**src/rtl/core/lkvt_pkg.sv**
```systemverilog
// Package for the linear key/value table: sizes, codes and the microcode ROM.
package lkvt_pkg;

  // Table geometry
  localparam int unsigned Depth = 16;
  localparam int unsigned IdxW  = $clog2(Depth);
  localparam int unsigned CntW  = $clog2(Depth + 1);
  localparam int unsigned KeyW  = 32;
  localparam int unsigned ValW  = 32;
  localparam int unsigned StepW = 5;

  // Operation codes carried in the input tuser
  typedef enum logic [1:0] {
    OpAppend = 2'd0,
    OpFind   = 2'd1,
    OpUpdate = 2'd2,
    OpDelete = 2'd3
  } opcode_e;

  // Result status carried in the output tuser
  typedef enum logic [1:0] {
    StOk      = 2'd0,
    StMissing = 2'd1,
    StFull    = 2'd2
  } status_e;

  // Jump conditions; a true condition loads the target, else the step counter advances
  typedef enum logic [3:0] {
    CondNever   = 4'd0,
    CondAlways  = 4'd1,
    CondNoIn    = 4'd2,
    CondNotApp  = 4'd3,
    CondFull    = 4'd4,
    CondIdxEnd  = 4'd5,
    CondHit     = 4'd6,
    CondFind    = 4'd7,
    CondDel     = 4'd8,
    CondLast    = 4'd9,
    CondOutBusy = 4'd10
  } cond_e;

  // Program step addresses
  localparam logic [StepW-1:0] StepFetch   = 5'd0;
  localparam logic [StepW-1:0] StepDisp    = 5'd1;
  localparam logic [StepW-1:0] StepAppChk  = 5'd2;
  localparam logic [StepW-1:0] StepAppWr   = 5'd3;
  localparam logic [StepW-1:0] StepScan    = 5'd4;
  localparam logic [StepW-1:0] StepTest    = 5'd5;
  localparam logic [StepW-1:0] StepNext    = 5'd6;
  localparam logic [StepW-1:0] StepHit     = 5'd7;
  localparam logic [StepW-1:0] StepHitDel  = 5'd8;
  localparam logic [StepW-1:0] StepUpd     = 5'd9;
  localparam logic [StepW-1:0] StepFindRes = 5'd10;
  localparam logic [StepW-1:0] StepDelChk  = 5'd11;
  localparam logic [StepW-1:0] StepShift   = 5'd12;
  localparam logic [StepW-1:0] StepDelEnd  = 5'd13;
  localparam logic [StepW-1:0] StepMiss    = 5'd14;
  localparam logic [StepW-1:0] StepFullSt  = 5'd15;
  // Last address: falling through wraps the counter back to fetch
  localparam logic [StepW-1:0] StepEmit    = 5'd31;

  // One control word per step
  typedef struct packed {
    cond_e            cond;
    logic [StepW-1:0] target;
    logic             latch;    // capture the input word (gated by accept)
    logic             clr_idx;
    logic             inc_idx;
    logic             wr_app;   // write key/value at the tail
    logic             wr_val;   // overwrite value at idx
    logic             shift;    // copy entry idx+1 down to idx
    logic             ld_res;   // load found value from idx
    logic             inc_cnt;
    logic             dec_cnt;
    logic             set_st;
    status_e          st;
    logic             out_load; // hand result to output register (gated by free)
  } ctrl_word_t;

  // Microcode ROM
  function automatic ctrl_word_t ucode_rom(input logic [StepW-1:0] step);
    ctrl_word_t w;
    w        = '0;
    w.cond   = CondAlways;
    w.target = StepFetch;
    w.st     = StOk;
    unique case (step)
      StepFetch: begin
        w.cond = CondNoIn; w.target = StepFetch; w.latch = 1'b1; w.clr_idx = 1'b1;
      end
      StepDisp: begin
        w.cond = CondNotApp; w.target = StepScan;
      end
      StepAppChk: begin
        w.cond = CondFull; w.target = StepFullSt;
      end
      StepAppWr: begin
        w.target = StepEmit; w.wr_app = 1'b1; w.inc_cnt = 1'b1; w.set_st = 1'b1;
      end
      StepScan: begin
        w.cond = CondIdxEnd; w.target = StepMiss;
      end
      StepTest: begin
        w.cond = CondHit; w.target = StepHit;
      end
      StepNext: begin
        w.target = StepScan; w.inc_idx = 1'b1;
      end
      StepHit: begin
        w.cond = CondFind; w.target = StepFindRes;
      end
      StepHitDel: begin
        w.cond = CondDel; w.target = StepDelChk;
      end
      StepUpd: begin
        w.target = StepEmit; w.wr_val = 1'b1; w.set_st = 1'b1;
      end
      StepFindRes: begin
        w.target = StepEmit; w.ld_res = 1'b1; w.set_st = 1'b1;
      end
      StepDelChk: begin
        w.cond = CondLast; w.target = StepDelEnd;
      end
      StepShift: begin
        w.target = StepDelChk; w.shift = 1'b1; w.inc_idx = 1'b1;
      end
      StepDelEnd: begin
        w.target = StepEmit; w.dec_cnt = 1'b1; w.set_st = 1'b1;
      end
      StepMiss: begin
        w.target = StepEmit; w.set_st = 1'b1; w.st = StMissing;
      end
      StepFullSt: begin
        w.target = StepEmit; w.set_st = 1'b1; w.st = StFull;
      end
      StepEmit: begin
        w.cond = CondOutBusy; w.target = StepEmit; w.out_load = 1'b1;
      end
      default: begin
        w.target = StepFetch;
      end
    endcase
    return w;
  endfunction

endpackage

```
**src/rtl/core/linear_key_value_table.sv**
```systemverilog
// Top level of the linear key/value table: microcoded sequencer and its datapath.
//
// Input words arrive on s_axis: tuser carries the operation (append, find,
// update, delete), tdata the key and the value. Each word gives exactly one
// result word on m_axis: tuser is the status (ok, not found, full), tdata
// the found value (zero unless a find hits).
// One word is worked on at a time; s_axis_tready_o is high only in the fetch step.
// An append checks for room and writes at the tail; find, update and delete scan
// from entry zero for the first matching key, and a delete moves each later entry
// down by one. The scan loop reads one entry per pass through three control steps.
// The sequencer returns to fetch in the same cycle as the result turns valid.
// A result waits in the output register while the next word is worked on; a
// stalled receiver holds the sequencer in its emit step until the older result leaves.
// Reset empties the table (entry count zero), clears the output valid flag and
// sends the sequencer to fetch; the key and value stores need no clearing pass.
module linear_key_value_table (
  input  logic        clk_i,
  input  logic        rst_ni,
  input  logic        s_axis_tvalid_i,
  output logic        s_axis_tready_o,
  input  logic [63:0] s_axis_tdata_i,  // [31:0] key, [63:32] value
  input  logic [1:0]  s_axis_tuser_i,  // [1:0] func
  output logic        m_axis_tvalid_o,
  input  logic        m_axis_tready_i,
  output logic [31:0] m_axis_tdata_o,  // [31:0] found_value
  output logic [1:0]  m_axis_tuser_o   // [1:0] status
);

  // Stores, no reset: only entries below the count are ever read
  logic [lkvt_pkg::KeyW-1:0] key_store_q [lkvt_pkg::Depth];
  logic [lkvt_pkg::ValW-1:0] val_store_q [lkvt_pkg::Depth];

  logic [lkvt_pkg::StepW-1:0] upc_q, upc_d;
  logic [lkvt_pkg::CntW-1:0]  cnt_q, cnt_d;
  logic [lkvt_pkg::CntW-1:0]  idx_q, idx_d;
  logic [lkvt_pkg::CntW-1:0]  idx_inc;
  logic [lkvt_pkg::IdxW-1:0]  rd_idx, nxt_idx, tail_idx;

  lkvt_pkg::opcode_e          op_q;
  logic [lkvt_pkg::KeyW-1:0]  key_q;
  logic [lkvt_pkg::ValW-1:0]  val_q;
  lkvt_pkg::status_e          st_q;
  logic [lkvt_pkg::ValW-1:0]  res_q;

  logic                       out_valid_q, out_valid_d;
  lkvt_pkg::status_e          out_st_q;
  logic [lkvt_pkg::ValW-1:0]  out_val_q;

  lkvt_pkg::ctrl_word_t       cw;
  logic                       s_accept, out_free, cond_true, key_hit;

  // Control word of the current step
  assign cw = lkvt_pkg::ucode_rom(upc_q);

  assign s_axis_tready_o = (upc_q == lkvt_pkg::StepFetch);
  assign s_accept        = s_axis_tvalid_i && s_axis_tready_o;
  assign out_free        = !out_valid_q || m_axis_tready_i;

  // Index arithmetic
  assign idx_inc  = idx_q + lkvt_pkg::CntW'(1);
  assign rd_idx   = idx_q[lkvt_pkg::IdxW-1:0];
  assign nxt_idx  = idx_inc[lkvt_pkg::IdxW-1:0];
  assign tail_idx = cnt_q[lkvt_pkg::IdxW-1:0];
  assign key_hit  = (key_store_q[rd_idx] == key_q);

  // Condition select
  always_comb begin
    unique case (cw.cond)
      lkvt_pkg::CondNever:   cond_true = 1'b0;
      lkvt_pkg::CondAlways:  cond_true = 1'b1;
      lkvt_pkg::CondNoIn:    cond_true = !s_axis_tvalid_i;
      lkvt_pkg::CondNotApp:  cond_true = (op_q != lkvt_pkg::OpAppend);
      lkvt_pkg::CondFull:    cond_true = (cnt_q >= lkvt_pkg::CntW'(lkvt_pkg::Depth));
      lkvt_pkg::CondIdxEnd:  cond_true = (idx_q >= cnt_q);
      lkvt_pkg::CondHit:     cond_true = key_hit;
      lkvt_pkg::CondFind:    cond_true = (op_q == lkvt_pkg::OpFind);
      lkvt_pkg::CondDel:     cond_true = (op_q == lkvt_pkg::OpDelete);
      lkvt_pkg::CondLast:    cond_true = (idx_inc >= cnt_q);
      lkvt_pkg::CondOutBusy: cond_true = !out_free;
      default:               cond_true = 1'b0;
    endcase
  end

  // Sequencer, counters and output flag
  always_comb begin
    upc_d = cond_true ? cw.target : upc_q + lkvt_pkg::StepW'(1);

    idx_d = idx_q;
    if (cw.clr_idx) begin
      idx_d = '0;
    end else if (cw.inc_idx) begin
      idx_d = idx_inc;
    end

    cnt_d = cnt_q;
    if (cw.inc_cnt) begin
      cnt_d = cnt_q + lkvt_pkg::CntW'(1);
    end else if (cw.dec_cnt) begin
      cnt_d = cnt_q - lkvt_pkg::CntW'(1);
    end

    out_valid_d = out_valid_q && !m_axis_tready_i;
    if (cw.out_load && out_free) begin
      out_valid_d = 1'b1;
    end
  end

  always_ff @(posedge clk_i or negedge rst_ni) begin
    if (!rst_ni) begin
      upc_q       <= lkvt_pkg::StepFetch;
      idx_q       <= '0;
      cnt_q       <= '0;
      out_valid_q <= 1'b0;
    end else begin
      upc_q       <= upc_d;
      idx_q       <= idx_d;
      cnt_q       <= cnt_d;
      out_valid_q <= out_valid_d;
    end
  end

  // Datapath registers: input word, status, result
  always_ff @(posedge clk_i) begin
    if (cw.latch && s_accept) begin
      op_q  <= lkvt_pkg::opcode_e'(s_axis_tuser_i);
      key_q <= s_axis_tdata_i[31:0];
      val_q <= s_axis_tdata_i[63:32];
      res_q <= '0;
    end else if (cw.ld_res) begin
      res_q <= val_store_q[rd_idx];
    end
    if (cw.set_st) begin
      st_q <= cw.st;
    end
    if (cw.out_load && out_free) begin
      out_st_q  <= st_q;
      out_val_q <= res_q;
    end
  end

  // Store writes: tail append, value overwrite, or move-down on delete
  always_ff @(posedge clk_i) begin
    if (cw.wr_app) begin
      key_store_q[tail_idx] <= key_q;
      val_store_q[tail_idx] <= val_q;
    end else if (cw.wr_val) begin
      val_store_q[rd_idx] <= val_q;
    end else if (cw.shift) begin
      key_store_q[rd_idx] <= key_store_q[nxt_idx];
      val_store_q[rd_idx] <= val_store_q[nxt_idx];
    end
  end

  assign m_axis_tvalid_o = out_valid_q;
  assign m_axis_tdata_o  = out_val_q;
  assign m_axis_tuser_o  = out_st_q;

endmodule

```
**config.mk**
```make
export PLATFORM = sky130hd
export DESIGN_NAME = linear_key_value_table
export DESIGN_NICKNAME = d
export VERILOG_FILES = /design/src/rtl/core/lkvt_pkg.sv /design/src/rtl/core/linear_key_value_table.sv
export SDC_FILE = /design/constraint.sdc
export NUM_CORES = 2
export LEC_CHECK = 0
export ABC_AREA = 1
export CELL_PAD_IN_SITES_DETAIL_PLACEMENT = 0
export CELL_PAD_IN_SITES_GLOBAL_PLACEMENT = 1
export CORE_AREA = 2 2 335 337
export DETAILED_ROUTE_END_ITERATION = 16
export DIE_AREA = 0 0 337 339
export DONT_BUFFER_PORTS = 1
export PLACE_DENSITY_LB_ADDON = 0.1
export SETUP_SLACK_MARGIN = 0.05
export SLEW_MARGIN = 40
export SYNTH_ARGS = -nofsm -noshare
export SYNTH_HDL_FRONTEND = slang
export SYNTH_SLANG_ARGS = --single-unit
```
**constraint.sdc**
```tcl
create_clock -name clk_i -period 7.65 [get_ports clk_i]
set_input_delay 1.53 -clock clk_i [delete_from_list [all_inputs] [get_ports clk_i]]
set_output_delay 1.53 -clock clk_i [all_outputs]
set_load 0.01 [all_outputs]
```
==> impl_metrics.ini <==
[final_layout]
nets = 5795
postLayoutCoreUtil_pct = 57.1
drive_above_1_share_pct = 7.28
stdcell_area_um2 = 63100
area_growth_pct = 10.5
final_cells = 7301

[placement]
place_congestion = 0.833
port_buffers = 0
dpl.hpwl_mm = 85.1
placed_cell_area_um2 = 58500
place_inst = 7051

[sta]
rsz0062_at_grt = no
slew_viol_final = 0
setup_violations = 0
tightest_slew_ps = 990
skew_ps = 22.1
hold_slack_ps = 418
max_freq_mhz = 217
slew_headroom_pct = 34.0
layout_min_cycle_time_ps = 4620
hold_violations = 0
setup_tns_ps = 0
fin_crit_sh_pct = 60.4

[synthesis]
yosys_register_bits = 1174
yosysSeqAreaShare_pct = 61.1
synth_cell_types = 39
synth_cells = 5936
synth_warnings = 0
syn_nets = 6027
synth.avg_cell_area_um2 = 9.61
netlist_area_um2 = 57000

[route]
avgViaCountPerCell = 5.96
first_iter_violations = 4695
drc = 0
drtPass1Iterations = 6
num_vias = 43500
wl_per_cell_um = 23.1
wirelength_mm = 169
ant_nets = 0

[die]
start_util_pct = 51.7
ios = 106
coreArea_um2 = 110000
die_h_um = 339
dieArea_um2 = 114000
die-width_um = 337
rows = 122

[worst_setup_path]
startpoint_type = register
crit_path_end_kind = register
crit_required_ps = 8240
cp_max_fo = 120
crit_type = register to register
cp.arrival_ps = 5200

[clock_tree]
post_cts_resize_count = 0
path_clk_slew_ps = 60
cts_tree = done
cts_setup_buffers = 0
clkLatencyLatePin_ps = 750
clk_path_buf_depth = 3
cts-root-buf = clkbuf_16
cts_hold_buf = 0
clock_sinks = 1174
htree_levels = 4
numCtsBuffers = 133

[grt]
grt_pass1_vias = 40900
grt_max_degree = 233
antenna_found_initial = 1
grt_overflow_total = 0
grt_usage_pct = 29.4
grt_pass1_wl_mm = 253

[run]
cap_violations = 0

[hold_path]
hp-class = register to register

[power]
vdd_drop_max_uv = 372
leakagePower_nw = 22.3
pwr_density_cell_nw_per_um2 = 389

[outcome]
status = complete, no violations
## cell type report
type	count	area, µm²
well taps	1488	1860
clock buffers	172	3630
multi-input cells	3885	19200
fillers	9435	47300
diodes	1	2.50
flip-flops and latches	1174	34900
inverters	425	1660
clock inverters	71	779
repair buffers	85	1020
## cells in the mapped netlist (all sizes together)
master / n / area, µm²
nand4: 3 / 18.8
ha: 20 / 250
o21ai: 982 / 4910
nor2: 1022 / 3840
nand3: 370 / 1860
o211ai: 142 / 1070
dfrtp: 16 / 400
fa: 1 / 20.0
o31ai: 1 / 7.51
buf: 173 / 982
nor3: 2 / 10.0
clkbuf: 279 / 1050
nand3b: 1 / 7.51
nand2: 674 / 2530
a31oi: 77 / 482
inv: 423 / 1590
dfxtp: 32 / 641
or2: 30 / 188
o221ai: 64 / 561
o22ai: 218 / 1360
a21o: 1 / 7.51
xor2: 7 / 61.3
edfxtp: 1126 / 33800
clkinv: 2 / 7.51
a21oi: 265 / 1330
o21bai: 2 / 15.0
xnor2: 3 / 26.3
## logic make-up after synthesis
kind of cell               Yosys count  synth area share, %
and+or+nand+nor                   2102                 14.8
AOI/OAI and AO/OA                 1752                 17.1
DFF                               1174                 61.1
buffers and inverters              877                 6.36
adders and majority gates           21                0.474
xor gates and xnor gates            10                0.154
## path summary, 6_finish.rpt
path                           from                 to  slack, ps  depth (start not counted)
min reg2reg                 st_q[1]  m_axis_tuser_o[1]        420                          0
max                        idx_q[0]  key_store_q[2][2]       3030                          8
max reg2reg                idx_q[0]  key_store_q[2][2]       3030                          8
max in group asynchronous    rst_ni           idx_q[3]       7090                          0
min in group asynchronous    rst_ni           idx_q[0]        470                          0
min                         st_q[1]  m_axis_tuser_o[1]        420                          0
## layer usage
metal | up-vias | global-route usage (%) | part of all wire (%)
met5 | - | 0 | 0
met1 | 21000 | 39.2 | 42
met4 | 0 | 10.5 | 3.2
met2 | 1652 | 49.1 | 48
li1 | 20500 | - | -
met3 | 325 | 3.90 | 6.7
## placed cells by master, fill, tap and decap left out, drive strengths merged, types with 48 or more instances in the layout
master,n
clkinv,48
inv,427
edfxtp,1126
a21oi,265
nand3,370
nor2,1022
o22ai,218
a31oi,77
buf,85
o221ai,64
o21ai,982
nand2,674
clkbuf,172
o211ai,142
## flip-flops by register name, indices dropped and copies added, names as in the netlist, 5 cells and up
name and count:
key_store_q 512, val_store_q 512, key_q 32, m_axis_tdata_o 32, res_q 32, val_q 32, cnt_q 5, idx_q 5
upc_q 5
## per-stage QoR
stage | power [mW] | worst slack, ps
2_1_floorplan | 15.4 | 4080
3_3_place_gp | 17.8 | 2880
3_5_place_dp | 18.1 | 3180
4_1_cts | 24.5 | 3130
5_1_grt | 26.1 | 2790
6_report | 24.5 | 3030
## critical path, stage by stage (launching register included)
cell and delay [ps]:
dfrtp_4 910, ha_4 270, xor2_4 660, clkinv_8 710
buf_6 540, a21oi_1 200, o21ai_0 100, a31oi_1 680
buf_4 280
## where the power goes
part	leakage (nW)	switching (mW)	total, mW	internal (mW)
Sequential	10.6	0.307	8.25	7.94
Combinational	9.55	6.97	9.86	2.89
Clock	2.14	2.60	6.43	3.84
No activity file was read; power rests on OpenSTA's default activity.
